**config.mk**
```make
export PLATFORM = sky130hd
export DESIGN_NAME = signed_unsigned_divider_64_core
export DESIGN_NICKNAME = d
export VERILOG_FILES = /design/src/design/sud_pkg.sv /design/src/design/signed_unsigned_divider_64_core.sv /design/src/design/sud_div_core.sv
export VERILOG_INCLUDE_DIRS = /design/src /design/src/design
export SDC_FILE = /design/constraint.sdc
export NUM_CORES = 1
export LEC_CHECK = 0
export ABC_CLOCK_PERIOD_IN_PS = 7000
export BUFFER_PORTS_ARGS = -buffer_cell sky130_fd_sc_hd__buf_2
export CAP_MARGIN = 15
export CORE_ASPECT_RATIO = 0.75
export CORE_MARGIN = 5
export CORE_UTILIZATION = 54
export CTS_CLUSTER_SIZE = 24
export DETAILED_ROUTE_END_ITERATION = 8
export PLACE_DENSITY = 0.78
export SLEW_MARGIN = 15
export SYNTH_ARGS = -nofsm -noshare
export SYNTH_HDL_FRONTEND = slang
export SYNTH_SLANG_ARGS = --single-unit
```
**constraint.sdc**
```tcl
create_clock -name clk -period 7 [get_ports clk]
set_input_delay 1.05 -clock clk [delete_from_list [all_inputs] [get_ports clk]]
set_output_delay 1.05 -clock clk [all_outputs]
set_load 0.005 [all_outputs]
```
**src/design/assert_macros.svh**
```systemverilog
// ----------------------------------------------------------------------------
// Assertion macros
// Concurrent assertion wrappers, compiled out for synthesis.
// ----------------------------------------------------------------------------
`ifndef ASSERT_MACROS_SVH
`define ASSERT_MACROS_SVH
`ifndef SYNTHESIS
// Check on clk, disabled while rst_n is low
`define SUD_ASSERT(label, prop, msg) \
    label: assert property (@(posedge clk) disable iff (!rst_n) prop) else $error(msg);
// Check on an explicit clock and active-low reset
`define SUD_ASSERT_CR(label, clock, resetn, prop, msg) \
    label: assert property (@(posedge clock) disable iff (!resetn) prop) else $error(msg);
`else
`define SUD_ASSERT(label, prop, msg)
`define SUD_ASSERT_CR(label, clock, resetn, prop, msg)
`endif
`endif

```
**src/design/sud_pkg.sv**
```systemverilog
// ----------------------------------------------------------------------------
// sud_pkg
// Shared constants and types of the signed/unsigned 64-bit divider.
// ----------------------------------------------------------------------------
package sud_pkg;

    localparam int DATA_WIDTH = 64;
    localparam int CNT_W      = $clog2(DATA_WIDTH);
    localparam logic [CNT_W-1:0] CNT_LAST = CNT_W'(DATA_WIDTH - 1);

    localparam logic CMD_UNSIGNED = 1'b0;
    localparam logic CMD_SIGNED   = 1'b1;

    // Sequencer states of the shared subtract unit
    typedef enum logic [1:0] {
        ST_IDLE,
        ST_RUN,
        ST_DONE
    } sud_state_t;

    // Sign and special-case marks carried alongside an item
    typedef struct packed {
        logic neg_q;
        logic neg_r;
        logic dz;
    } sud_side_t;

endpackage

```
**src/design/signed_unsigned_divider_64_core.sv**
```systemverilog
// ----------------------------------------------------------------------------
// signed_unsigned_divider_64_core
// 64-bit signed/unsigned divider with quotient, remainder and zero flag.
// ----------------------------------------------------------------------------
// Usage:
//   Input stream s_*: s_tuser selects unsigned (0) or signed (1) division,
//   s_tdata carries dividend and divisor. Output stream m_*: m_tdata carries
//   quotient and remainder, m_tuser flags a zero divisor.
//   Signed results truncate toward zero; the remainder follows the dividend.
//   A zero divisor gives an all-ones quotient before sign fix and remainder 0.
//   An accepted item runs the restoring iterations on the shared subtractor
//   and then moves into the output register, which drives m_tvalid; a zero
//   divisor skips the iterations and goes straight to that transfer.
//   The single 64-bit subtract unit takes one item at a time; s_tready is
//   low while it works.
//   The output register parts both sides: a new item can be taken while a
//   finished item still waits on m_tready. Under a long stall the next
//   result holds in the divider until the output register frees up.
//   Reset (rst_n low, asynchronous) drops any item in flight and empties the
//   output register.
// ----------------------------------------------------------------------------
`include "assert_macros.svh"

module signed_unsigned_divider_64_core
    import sud_pkg::*;
(
    input  logic                      clk,
    input  logic                      rst_n,
    input  logic                      s_tvalid,
    output logic                      s_tready,
    input  logic [2*DATA_WIDTH-1:0]   s_tdata,   // dividend [63:0], divisor [127:64]
    input  logic                      s_tuser,   // command [0]
    output logic                      m_tvalid,
    input  logic                      m_tready,
    output logic [2*DATA_WIDTH-1:0]   m_tdata,   // quotient [63:0], remainder [127:64]
    output logic                      m_tuser    // div_by_zero [0]
);

    logic [DATA_WIDTH-1:0]  dividend;
    logic [DATA_WIDTH-1:0]  divisor;
    logic                   neg_a;
    logic                   neg_b;
    logic [DATA_WIDTH-1:0]  mag_a;
    logic [DATA_WIDTH-1:0]  mag_b;
    sud_side_t              in_side;

    logic                   done_valid;
    logic                   done_ready;
    logic [DATA_WIDTH-1:0]  done_quot;
    logic [DATA_WIDTH-1:0]  done_rem;
    sud_side_t              done_side;

    logic                   out_valid_reg, out_valid_next;
    logic [DATA_WIDTH-1:0]  quot_reg, quot_next;
    logic [DATA_WIDTH-1:0]  rem_reg, rem_next;
    logic                   dz_reg, dz_next;

    // Take magnitudes and record the sign fix-up
    always_comb
    begin
        dividend      = s_tdata[DATA_WIDTH-1:0];
        divisor       = s_tdata[2*DATA_WIDTH-1:DATA_WIDTH];
        neg_a         = (s_tuser == CMD_SIGNED) && dividend[DATA_WIDTH-1];
        neg_b         = (s_tuser == CMD_SIGNED) && divisor[DATA_WIDTH-1];
        mag_a         = neg_a ? (~dividend + DATA_WIDTH'(1)) : dividend;
        mag_b         = neg_b ? (~divisor + DATA_WIDTH'(1)) : divisor;
        in_side.neg_q = neg_a ^ neg_b;
        in_side.neg_r = neg_a;
        in_side.dz    = (divisor == '0);
    end

    sud_div_core u_core (
        .clk         (clk),
        .rst_n       (rst_n),
        .start_valid (s_tvalid),
        .start_ready (s_tready),
        .start_num   (mag_a),
        .start_den   (mag_b),
        .start_side  (in_side),
        .done_valid  (done_valid),
        .done_ready  (done_ready),
        .done_quot   (done_quot),
        .done_rem    (done_rem),
        .done_side   (done_side)
    );

    // Advance a finished item when the output register is free or draining
    assign done_ready = !out_valid_reg || m_tready;

    // Apply signs and load the output register
    always_comb
    begin
        out_valid_next = out_valid_reg;
        quot_next      = quot_reg;
        rem_next       = rem_reg;
        dz_next        = dz_reg;
        if (done_valid && done_ready)
        begin
            out_valid_next = 1'b1;
            quot_next      = done_side.neg_q ? (~done_quot + DATA_WIDTH'(1)) : done_quot;
            rem_next       = done_side.neg_r ? (~done_rem + DATA_WIDTH'(1)) : done_rem;
            dz_next        = done_side.dz;
        end
        else if (m_tready)
        begin
            out_valid_next = 1'b0;
        end
    end

    always_ff @(posedge clk or negedge rst_n)
    begin
        if (!rst_n)
        begin
            out_valid_reg <= 1'b0;
        end
        else
        begin
            out_valid_reg <= out_valid_next;
        end
    end

    always_ff @(posedge clk)
    begin
        quot_reg <= quot_next;
        rem_reg  <= rem_next;
        dz_reg   <= dz_next;
    end

    assign m_tvalid = out_valid_reg;
    assign m_tdata  = {rem_reg, quot_reg};
    assign m_tuser  = dz_reg;

    `SUD_ASSERT_CR(a_busy_after_accept, clk, rst_n, (s_tvalid && s_tready) |=> !s_tready, "new item taken while divider busy")
    `SUD_ASSERT(a_transfer_shows, (done_valid && done_ready) |=> m_tvalid, "finished item not presented")
    `SUD_ASSERT(a_dz_rem_zero, (m_tvalid && m_tuser) |-> (m_tdata[2*DATA_WIDTH-1:DATA_WIDTH] == '0), "divide by zero with nonzero remainder")

endmodule

```
**src/design/sud_div_core.sv**
```systemverilog
// ----------------------------------------------------------------------------
// sud_div_core
// Restoring divider on magnitudes: one shared subtractor, one quotient bit
// per cycle under a small sequencer.
// ----------------------------------------------------------------------------
`include "assert_macros.svh"

module sud_div_core
    import sud_pkg::*;
(
    input  logic                  clk,
    input  logic                  rst_n,
    input  logic                  start_valid,
    output logic                  start_ready,
    input  logic [DATA_WIDTH-1:0] start_num,
    input  logic [DATA_WIDTH-1:0] start_den,
    input  sud_side_t             start_side,
    output logic                  done_valid,
    input  logic                  done_ready,
    output logic [DATA_WIDTH-1:0] done_quot,
    output logic [DATA_WIDTH-1:0] done_rem,
    output sud_side_t             done_side
);

    sud_state_t             state_reg, state_next;
    logic [CNT_W-1:0]       cnt_reg, cnt_next;
    logic [DATA_WIDTH-1:0]  n_reg, n_next;
    logic [DATA_WIDTH-1:0]  d_reg, d_next;
    logic [DATA_WIDTH-1:0]  r_reg, r_next;
    logic [DATA_WIDTH-1:0]  q_reg, q_next;
    sud_side_t              side_reg, side_next;

    logic                   carry;
    logic [DATA_WIDTH-1:0]  shifted;
    logic [DATA_WIDTH:0]    diff;
    logic                   take;

    // Shared step: shift in the next dividend bit, trial subtract
    always_comb
    begin
        carry   = r_reg[DATA_WIDTH-1];
        shifted = {r_reg[DATA_WIDTH-2:0], n_reg[DATA_WIDTH-1]};
        diff    = {1'b0, shifted} - {1'b0, d_reg};
        take    = carry | ~diff[DATA_WIDTH];
    end

    // Next state
    always_comb
    begin
        state_next = state_reg;
        unique case (state_reg)
            ST_IDLE:
            begin
                if (start_valid)
                begin
                    state_next = start_side.dz ? ST_DONE : ST_RUN;
                end
            end
            ST_RUN:
            begin
                if (cnt_reg == '0)
                begin
                    state_next = ST_DONE;
                end
            end
            ST_DONE:
            begin
                if (done_ready)
                begin
                    state_next = ST_IDLE;
                end
            end
            default:
            begin
                state_next = ST_IDLE;
            end
        endcase
    end

    // Handshake outputs
    always_comb
    begin
        start_ready = (state_reg == ST_IDLE);
        done_valid  = (state_reg == ST_DONE);
    end

    // Datapath next values
    always_comb
    begin
        cnt_next  = cnt_reg;
        n_next    = n_reg;
        d_next    = d_reg;
        r_next    = r_reg;
        q_next    = q_reg;
        side_next = side_reg;
        if (start_valid && start_ready)
        begin
            cnt_next  = CNT_LAST;
            n_next    = start_num;
            d_next    = start_den;
            side_next = start_side;
            r_next    = '0;
            // Divide by zero: all-ones quotient, zero remainder
            q_next    = start_side.dz ? '1 : '0;
        end
        else if (state_reg == ST_RUN)
        begin
            cnt_next = cnt_reg - CNT_W'(1);
            n_next   = {n_reg[DATA_WIDTH-2:0], 1'b0};
            r_next   = take ? diff[DATA_WIDTH-1:0] : shifted;
            q_next   = {q_reg[DATA_WIDTH-2:0], take};
        end
    end

    // Control registers
    always_ff @(posedge clk or negedge rst_n)
    begin
        if (!rst_n)
        begin
            state_reg <= ST_IDLE;
            cnt_reg   <= '0;
        end
        else
        begin
            state_reg <= state_next;
            cnt_reg   <= cnt_next;
        end
    end

    // Payload registers
    always_ff @(posedge clk)
    begin
        n_reg    <= n_next;
        d_reg    <= d_next;
        r_reg    <= r_next;
        q_reg    <= q_next;
        side_reg <= side_next;
    end

    assign done_quot = q_reg;
    assign done_rem  = r_reg;
    assign done_side = side_reg;

    `SUD_ASSERT(a_run_ends, (state_reg == ST_RUN && cnt_reg == '0) |=> (state_reg == ST_DONE), "last iteration did not finish")
    `SUD_ASSERT(a_start_run, (start_valid && start_ready && !start_side.dz) |=> (state_reg == ST_RUN && cnt_reg == CNT_LAST), "start did not load the iteration count")
    `SUD_ASSERT(a_dz_skip, (start_valid && start_ready && start_side.dz) |=> (state_reg == ST_DONE && r_reg == '0), "divide by zero did not skip to done")
    `SUD_ASSERT(a_done_hold, (state_reg == ST_DONE && !done_ready) |=> (state_reg == ST_DONE && $stable(q_reg)), "finished quotient lost before transfer")

endmodule

```
==> results by group, run 1 <==
Cells and area
  – Final Non-Filler Cells: about 3,200
  – Finished Cell Area: 26,200 sq um
  – Share of layout cells above drive strength 1: 0.144
  – Multi-input logic area: 11,000 sq um
  – Area grow syn2layout: 14.1%
  – Nets: 2,756
  – Sequential cell area: 11,200 sq um
  – Filler instances: 3,517

Detailed routing
  – Initial detailed-routing violation count: 1,704
  – WL final: around 60,000 microns
  – Final ANT Viol Nets: 0
  – Vias: 18,375
  – Routed vias/inst: 5.81
  – Routed WL per cell: approximately 19 microns
  – Drt first pass iters: 6
  – Drc violations: 0

Yosys
  – Synth Net Count: 2,541
  – Most numerous cell in the Yosys netlist: nand2_1
  – Sequential area share after synthesis: 0.489
  – Synth warn: 0
  – Post-Syn Instances: 2,337
  – Synthesized area per cell: 9.83 sq um
  – Synth top area cells: edfxtp_1, xnor2_1, nand2_1
  – Synth Register Bits: about 400
  – Share of Yosys cell area claimed by the top area cell type: 0.424
  – EDFF count, synth: around 320
  – Top_reg_cell synth: edfxtp_1
  – Synthesized area: 23,000 sq um
  – Cell variety after synth: 67
  – Post-synth ARST share: 0.0227
  – Yosys top cell by area: edfxtp_1
  – Most frequent cells after synthesis: nand2_1, edfxtp_1, o21ai_0

Worst setup path
  – Worst EP required: 7.42 ns
  – Critical path arrival: 6.05 ns
  – Max incr delay on CP: 1.00 ns
  – Crit end category: register
  – Delay-heaviest family, CP: compound AO/OA/AOI/OAI gates
  – Worst setup path category: register to register
  – Worst path slowest cell: a2111oi_0
  – Max Fanout on Critical Path: 39
  – CP bufs+invs: 3
  – Crit path cell chain: inv_1, fa_1, nand2b_1, a21oi_1, o2111ai_1, a2111oi_0, buf_4, o21ai_1, a2111oi_0, o211ai_1, a31oi_4, buf_4, mux2i_1, o21ai_0
  – Startpoint Class: register

Power and ir drop
  – Pint: 3.93 mW
  – Sw Ratio: 0.214
  – Final Power: 5.01 mW
  – Switching pwr: 1.07 mW
  – Worst ir drop on vdd: 211 uV
  – Power share of the clock group: 0.457
  – Sequential share of power: 0.505
  – P per Cell Area: about 190 nW/um^2
  – Leak pwr: 10.3 nW
  – Logic pwr share: 0.038

CTS
  – Worst-Skew Late Latency: 0.57 ns
  – Post-CTS sizing: 0
  – Clk buf depth: 3
  – Number of H-tree levels: 2
  – TritonCTS clock tree: done
  – Post-CTS Setup Repair Bufs: 0
  – CTS Buf Count: 42
  – Post-CTS Hold Buffers: 0
  – Worst-path clk slew: 0.06 ns
  – CTS Sinks: 397
  – Root buf cell: clkbuf_16

Floorplanning
  – Io pins: 264
  – Initial core utilization: 0.546
  – Die area: 46,800 sq um
  – Row count: 65
  – Die height: about 190 microns
  – Die X: 248 microns
  – Placeable Area: 42,000 sq um

Placed design
  – Dpl cells: 3,077
  – Port bufs: 263
  – Dpl ws: 1.13 ns
  – Placed inst area: 24,700 sq um
  – Hpwl dp: 43,600 microns
  – Routability cong.: 0.979

Global routing
  – First-pass GRT wire length: 95,000 microns
  – Maximum number of pins on one net before global-route repair: 122
  – Antenna violations before repair: 10
  – Total Routing Usage GR: 0.248
  – Remaining Overflow, GRT: 0
  – Number of global-route vias before repair: 17,796

Worst hold path
  – Worst min path class: input port to async pin

STA
  – Setup violators final: 0
  – Final Cycle Share: 0.805
  – Relative slew slack: 0.258
  – Fin Setup TNS: 0 ns
  – Final hold vios: 0
  – RSZ-0062 raised after global routing: false
  – Tmin final: ~5.6 ns
  – Final setup margin: 1.36 ns
  – Worst Skew: ~0.017 ns
  – Least-Margin Pin Slew: around 1.1 ns
  – Slew Viols, Final: 0
  – Max Fclk: 177 MHz

Status
  – Status: completed

Job
  – MaxCap Viol Count: 0
## through the flow
stage               hold WS, ns   util
finish                    0.327  0.623
global route              0.320  0.623
CTS                       0.310  0.622
detailed placement        0.425  0.588
global placement          0.465  0.588
floorplan                 0.400      -
## layout make-up
cell class	instances	share of cell area
flip-flops and latches	397	0.429
multi-input cells	1732	0.420
repair buffers	279	0.0548
clock buffers	49	0.0419
well taps	569	0.0272
inverters	100	0.0145
clock inverters	29	0.0121
diodes	9	0.000860
## per-layer routing
metal / wire length, microns / track usage
met1: 26800 / 0.358
met2: 26500 / 0.381
met3: 4610 / 0.0492
met4: 1670 / 0.0747
met5: 20 / 0
## cells in the final DEF, fill, tap and decap left out, types with 8 or more instances in the layout
cell,count
nand2_1,374
edfxtp_1,324
buf_2,263
o21ai_0,227
xnor2_1,226
a21oi_1,114
nor2_1,113
inv_1,97
xor2_1,86
ha_1,70
dfxtp_1,64
mux2i_1,55
o31ai_1,52
or3_1,43
clkbuf_16,42
nor3_1,40
nand3_1,30
nor4_1,27
o41ai_1,27
nand4_1,25
or4_1,22
a21o_1,21
a31oi_1,21
o21bai_1,18
nand2b_1,17
buf_4,16
diode_2,9
clkinv_2,9
clkinv_1,9
or2_2,9
dfrtp_1,9
o211ai_1,8
## cells by family (layout without fill, tap and decap cells)
logic type / Yosys count / after routing / share of synthesized area
flip-flops: 397 / 397 / 0.489
other: 0 / 9 / 0
AO/OA/AOI/OAI: 548 / 548 / 0.144
AND/OR/NAND/NOR: 746 / 746 / 0.150
multiplexers: 55 / 55 / 0.0240
XOR/XNOR: 312 / 312 / 0.119
buffers and inverters: 208 / 457 / 0.0343
adder cells (fa/ha/maj): 71 / 71 / 0.0390
## power groups by stage
stage          logic (mW)  registers [mW]  clock network, mW
6_report            0.191            2.53               2.29
5_1_grt             0.208            2.53               2.44
3_3_place_gp        0.182            2.58                  0
4_1_cts             0.189            2.53               2.33
3_5_place_dp        0.188            2.58                  0
2_1_floorplan      0.0944            2.58                  0
## worst paths after layout
path	end	cells past startpoint	slack, ns	from
setup reg to reg	u_core.done_rem[8]	14	1.36	u_core.done_rem[0]
max in group asynchronous	u_core.cnt_reg[4]	1	6.48	rst_n
min in group clk	m_tuser	0	0.45	u_core.done_side[0]
hold reg to reg	m_tuser	0	0.45	u_core.done_side[0]
setup / recovery	u_core.done_rem[8]	14	1.36	u_core.done_rem[0]
hold / removal	u_core.cnt_reg[5]	1	0.33	rst_n
No activity file was read; power rests on OpenSTA's default activity.
==> run 2: changes to the inputs <==
--- a/config.mk
+++ b/config.mk
@@ -6,7 +6,7 @@
 export SDC_FILE = /design/constraint.sdc
 export NUM_CORES = 1
 export LEC_CHECK = 0
-export ABC_CLOCK_PERIOD_IN_PS = 7000
+export ABC_CLOCK_PERIOD_IN_PS = 4600
 export BUFFER_PORTS_ARGS = -buffer_cell sky130_fd_sc_hd__buf_2
 export CAP_MARGIN = 15
 export CORE_ASPECT_RATIO = 0.75
==> constraint.sdc (replaced) <==
create_clock -name clk -period 4.6 [get_ports clk]
set_input_delay 0.69 -clock clk [delete_from_list [all_inputs] [get_ports clk]]
set_output_delay 0.69 -clock clk [all_outputs]
set_load 0.005 [all_outputs]
==> results by group, run 2 (same netlist as run 1, synthesis figures left out) <==
Status
  – Status: completed

Worst setup path
  – Worst EP required: 5.08 ns
  – Crit path cell chain: inv_1, fa_1, nand2b_1, a21oi_1, o2111ai_1, a2111oi_2, buf_4, o21ai_1, a2111oi_2, buf_4, o211ai_1, a31oi_4, buf_12, nand2_1, o211ai_1
  – Max incr delay on CP: 0.45 ns
  – Reg2reg setup slack: roughly 0.28 ns
  – Critical path arrival: around 4.8 ns
  – Crit end category: register
  – Worst setup path category: register to register
  – Startpoint Class: register
  – Origin of the worst setup path: u_core.done_rem[0]
  – Worst r2r src: u_core.done_rem[0]
  – Worst path slowest cell: fa_1
  – Delay-heaviest family, CP: compound AO/OA/AOI/OAI gates
  – FF-to-FF End: u_core.done_rem[62]
  – CP bufs+invs: 4
  – Critical path depth: 15
  – Max Fanout on Critical Path: 37
  – Setup crit end: u_core.done_rem[62]
  – Reg2Reg Depth: 15

Floorplanning
  – Row count: 65
  – Io pins: 264
  – Placeable Area: 42,000 sq um
  – Initial core utilization: 0.546
  – Die X: 248 microns
  – Die area: 46,800 sq um
  – Die height: 189 microns

Detailed routing
  – WL final: 60,400 microns
  – Routed vias/inst: 5.84
  – Final ANT Viol Nets: 0
  – Drc violations: 0
  – Drt first pass iters: 6
  – Initial detailed-routing violation count: 1,649
  – Routed WL per cell: 19.0 microns
  – Vias: 18,609

STA
  – Tmin final: ~4.3 ns
  – Final Hold Slack: just over 0.4 ns
  – Setup violators final: 0
  – Worst Skew: around 0.016 ns
  – Max Fclk: 232 MHz
  – Slew Viols, Final: 0
  – Final hold vios: 0
  – Relative slew slack: 0.313
  – Final Cycle Share: 0.938
  – RSZ-0062 raised after global routing: false
  – Least-Margin Pin Slew: 1.03 ns
  – Fin Setup TNS: 0 ns

Placed design
  – Routability cong.: 0.981
  – Hpwl dp: 44,100 microns
  – Dpl cells: 3,100
  – Port bufs: between 200 and 300
  – Placed inst area: 25,000 sq um

Power and ir drop
  – Worst ir drop on vdd: 289 uV
  – Leak pwr: 10.4 nW
  – P per Cell Area: approximately 290 nW/um^2

Cells and area
  – Nets: about 2,800
  – Filler instances: 3,507
  – Share of layout cells above drive strength 1: 0.152
  – Final Non-Filler Cells: roughly 3,200
  – Area grow syn2layout: 15.1%
  – Commonest non-fill, non-tap cell in the layout: nand2_1
  – Commonest non-fill, non-tap cells in the layout: nand2_1, edfxtp_1, buf_2
  – Finished Cell Area: 26,400 sq um

CTS
  – CTS Buf Count: 43
  – Worst-path clk slew: 0.06 ns
  – Worst-Skew Late Latency: 0.56 ns
  – CTS Sinks: 397
  – Number of H-tree levels: 2
  – Root buf cell: clkbuf_16
  – TritonCTS clock tree: done
  – Clk buf depth: 3

Global routing
  – Total Routing Usage GR: 0.250
  – Maximum number of pins on one net before global-route repair: 130
  – Remaining Overflow, GRT: 0
  – Number of global-route vias before repair: around 18,000
  – Antenna violations before repair: 7
  – First-pass GRT wire length: 95,200 microns

Worst hold path
  – Worst min path class: input port to register

Job
  – MaxCap Viol Count: 0
run 2: report_power, final:
group	internal [mW]	switching (mW)	total, mW
Combinational	0.126	0.168	0.294
Clock	2.00	1.47	3.47
Sequential	3.85	0.0000000000000000289	3.85
Total	5.98	1.64	7.61
run 2: final cells by class:
class / instances / area (sq um) / share of cell area
flip-flops and latches: 397 / 11200 / 0.425
multi-input cells: 1732 / 11000 / 0.416
repair buffers: 304 / 1680 / 0.0637
clock buffers: 55 / 1140 / 0.0432
well taps: 569 / 712 / 0.0269
inverters: 100 / 392 / 0.0148
clock inverters: 23 / 259 / 0.00980
diodes: 7 / 17.5 / 0.000663
run 2: worst min path at each step:
| stage | startpoint | to | slack (ns) | cells after the start |
|---|---|---|---|---|
| 5_1_grt | s_tdata[64] | u_core.d_reg[0] | 0.40 | 1 |
| 2_1_floorplan | rst_n | m_tvalid | 0.39 | 0 |
| 3_3_place_gp | u_core.done_side[0] | m_tuser | 0.40 | 0 |
| 3_5_place_dp | u_core.done_side[0] | m_tuser | 0.43 | 0 |
| 4_1_cts | s_tdata[64] | u_core.d_reg[0] | 0.39 | 1 |
| 6_report | s_tdata[64] | u_core.d_reg[0] | 0.41 | 1 |
run 2: what timing repair did:
action | 4_1_cts | 5_1_grt
endpoints found under the hold margin | 9 | 0
hold buffers | 1 | 0
buffers inserted | 0 | 0
endpoints found under the setup margin | 0 | 65
resized for setup | 0 | 4
run 2: through the flow:
stage | utilization | power (mW) | worst slack [ns]
2_1_floorplan | - | 4.07 | 0.148
6_report | 0.629 | 7.61 | 0.283
3_5_place_dp | 0.594 | 4.21 | 0.259
5_1_grt | 0.629 | 7.87 | 0.0401
3_3_place_gp | 0.594 | 4.20 | 0.352
4_1_cts | 0.628 | 7.68 | 0.196
run 2: layer usage:
metal  vias to the layer above  wire (microns)  track usage  share of wire
met1                      8863           27000        0.364           0.45
met5                         -              20            0        0.00033
met4                         2            1500       0.0643          0.025
met3                       107            4930       0.0478          0.082
met2                       719           27000        0.388           0.45
li1                       8918               -            -              -
==> run 3: changes to the inputs <==
--- a/config.mk
+++ b/config.mk
@@ -6,15 +6,15 @@
 export SDC_FILE = /design/constraint.sdc
 export NUM_CORES = 1
 export LEC_CHECK = 0
+export ABC_AREA = 0
 export ABC_CLOCK_PERIOD_IN_PS = 4600
 export BUFFER_PORTS_ARGS = -buffer_cell sky130_fd_sc_hd__buf_2
 export CAP_MARGIN = 15
-export CORE_ASPECT_RATIO = 0.75
+export CORE_ASPECT_RATIO = 1.4
 export CORE_MARGIN = 5
-export CORE_UTILIZATION = 54
+export CORE_UTILIZATION = 40
 export CTS_CLUSTER_SIZE = 24
 export DETAILED_ROUTE_END_ITERATION = 8
-export PLACE_DENSITY = 0.78
 export SLEW_MARGIN = 15
 export SYNTH_ARGS = -nofsm -noshare
 export SYNTH_HDL_FRONTEND = slang
==> results by group, run 3 (same netlist as run 1, synthesis figures left out) <==
Job
  – MaxCap Viol Count: 0

Status
  – Status: completed

Detailed routing
  – Routed WL per cell: roughly 18 microns
  – Routed vias/inst: 5.33
  – WL final: ~60,000 microns
  – Vias: approximately 18,000
  – Drt first pass iters: 5
  – Initial detailed-routing violation count: 959
  – Final ANT Viol Nets: 0
  – Drc violations: 0

Power and ir drop
  – Worst ir drop on vdd: 218 uV
  – Final Power: 7.55 mW
  – Leak pwr: 10.4 nW
  – P per Cell Area: 283 nW/um^2

Placed design
  – Routability cong.: between 0.9 and 1
  – Port bufs: between 200 and 300
  – Dpl cells: 3,280
  – Hpwl dp: 46,600 microns

Worst setup path
  – Delay-heaviest family, CP: compound AO/OA/AOI/OAI gates
  – Max incr delay on CP: around 0.45 ns
  – Worst EP required: 5.11 ns
  – Critical path arrival: 4.78 ns
  – Crit end category: register
  – CP bufs+invs: 4
  – Worst setup path category: register to register
  – Crit path cell chain: ha_1, fa_1, nand2b_1, a21oi_1, o2111ai_1, a2111oi_2, buf_4, o21ai_1, a2111oi_2, buf_4, o211ai_1, a31oi_4, buf_12, buf_6, nand2_1, o21ai_0
  – Startpoint Class: register
  – Max Fanout on Critical Path: 19
  – Worst path slowest cell: a2111oi_2

CTS
  – Clk buf depth: 3
  – Number of H-tree levels: 2
  – CTS Sinks: 397
  – CTS Buf Count: 42
  – Worst-path clk slew: 0.06 ns
  – Worst-Skew Late Latency: slightly below 0.6 ns
  – TritonCTS clock tree: done
  – Root buf cell: clkbuf_16

Global routing
  – Total Routing Usage GR: 0.194
  – Number of global-route vias before repair: 18,237
  – Maximum number of pins on one net before global-route repair: 130
  – Remaining Overflow, GRT: 0
  – First-pass GRT wire length: 97,500 microns
  – Antenna violations before repair: 19

STA
  – Max Fclk: 234 MHz
  – Final Cycle Share: 0.930
  – Relative slew slack: 0.271
  – Least-Margin Pin Slew: around 1.1 ns
  – Setup violators final: 0
  – Fin Setup TNS: 0 ns
  – Worst Skew: 0.0260 ns
  – Tmin final: 4.28 ns
  – RSZ-0062 raised after global routing: false
  – Slew Viols, Final: 0
  – Final hold vios: 0

Floorplanning
  – Die height: 294 microns
  – Row count: 104
  – Die area: 62,400 sq um
  – Initial core utilization: 0.401
  – Io pins: 264
  – Die X: 213 microns
  – Placeable Area: 57,300 sq um

Worst hold path
  – Worst min path class: input port to register

Cells and area
  – Final Non-Filler Cells: 3,372
  – Nets: 2,789
  – Share of layout cells above drive strength 1: 0.154
  – Commonest non-fill, non-tap cell in the layout: nand2_1
  – Commonest non-fill, non-tap cells in the layout: nand2_1, edfxtp_1, buf_2
  – Area grow syn2layout: 16.3%
[run 3: changes by cell type in the layout (fill, tap and decap cells not counted), moves of 2 or more]
cell | before | now
buf_4 | 35 | 43
clkbuf_8 | 2 | 4
clkinv_2 | 10 | 5
clkinv_8 | 1 | 3
clkinvlp_4 | 3 | 5
diode_2 | 7 | 11
inv_16 | 2 | 0
inv_4 | 0 | 2
inv_6 | 2 | 0
[run 3: power by group]
group | total, mW | leakage (nW) | switching, mW | internal [mW]
combinational | 0.282 | 6.01 | 0.156 | 0.126
clock | 3.42 | 0.667 | 1.47 | 1.95
sequential | 3.85 | 3.76 | 0.0000000000000000367 | 3.85
[run 3: worst paths after layout]
kind                       slack (ns)  cells past startpoint           startpoint                  end
setup reg to reg                 0.32                     16      u_core.d_reg[0]  u_core.done_rem[57]
hold reg to reg                  0.44                      0  u_core.done_side[0]              m_tuser
hold / removal                   0.40                      1          s_tdata[64]      u_core.d_reg[0]
setup / recovery                 0.32                     16      u_core.d_reg[0]  u_core.done_rem[57]
min in group asynchronous        0.54                      2                rst_n    u_core.cnt_reg[1]
max in group asynchronous        3.88                      2                rst_n    u_core.cnt_reg[5]
[run 3: worst reg2reg max path, stage by stage, from the launching register on]
cell       delay [ns]
edfxtp_1         0.38
ha_1             0.24
fa_1             0.38
nand2b_1         0.20
a21oi_1          0.25
o2111ai_1        0.27
a2111oi_2        0.45
buf_4            0.18
o21ai_1          0.12
a2111oi_2        0.43
buf_4            0.18
o211ai_1         0.12
a31oi_4          0.22
buf_12           0.15
buf_6            0.20
nand2_1          0.21
o21ai_0          0.23
[run 3: timing repair]
item	in CTS	in global routing
hold buffers	1	0
buffers inserted	0	1
gates resized for setup	0	5
setup endpoints to repair	0	64
endpoints found under the hold margin	9	0
[run 3: area by class of cell]
| class | count | area [sq um] |
|---|---|---|
| clock inverter | 21 | 245 |
| inverter | 100 | 392 |
| fill | 5471 | 30500 |
| antenna | 11 | 27.5 |
| clock buffer | 57 | 1150 |
| sequential | 397 | 11200 |
| timing repair buffer | 312 | 1750 |
| tap | 742 | 928 |
| multi-input combinational | 1732 | 11000 |
[run 3: layer usage]
metal,up-vias,share of wire,GRT usage
li1,8921,-,-
met1,8447,0.40,0.235
met3,112,0.065,0.0424
met4,8,0.032,0.0623
met5,-,0.00078,0
met2,478,0.50,0.341
[run 3: per-stage QoR]
step	setup slack (ns)	area (sq um)	hold WS, ns	utilization
floorplan	0.148	23000	0.394	-
global placement	0.302	25200	0.411	0.441
detailed placement	0.128	25200	0.433	0.441
CTS	0.101	26600	0.359	0.465
global route	0.0459	26700	0.373	0.466
finish	0.323	26700	0.398	0.467
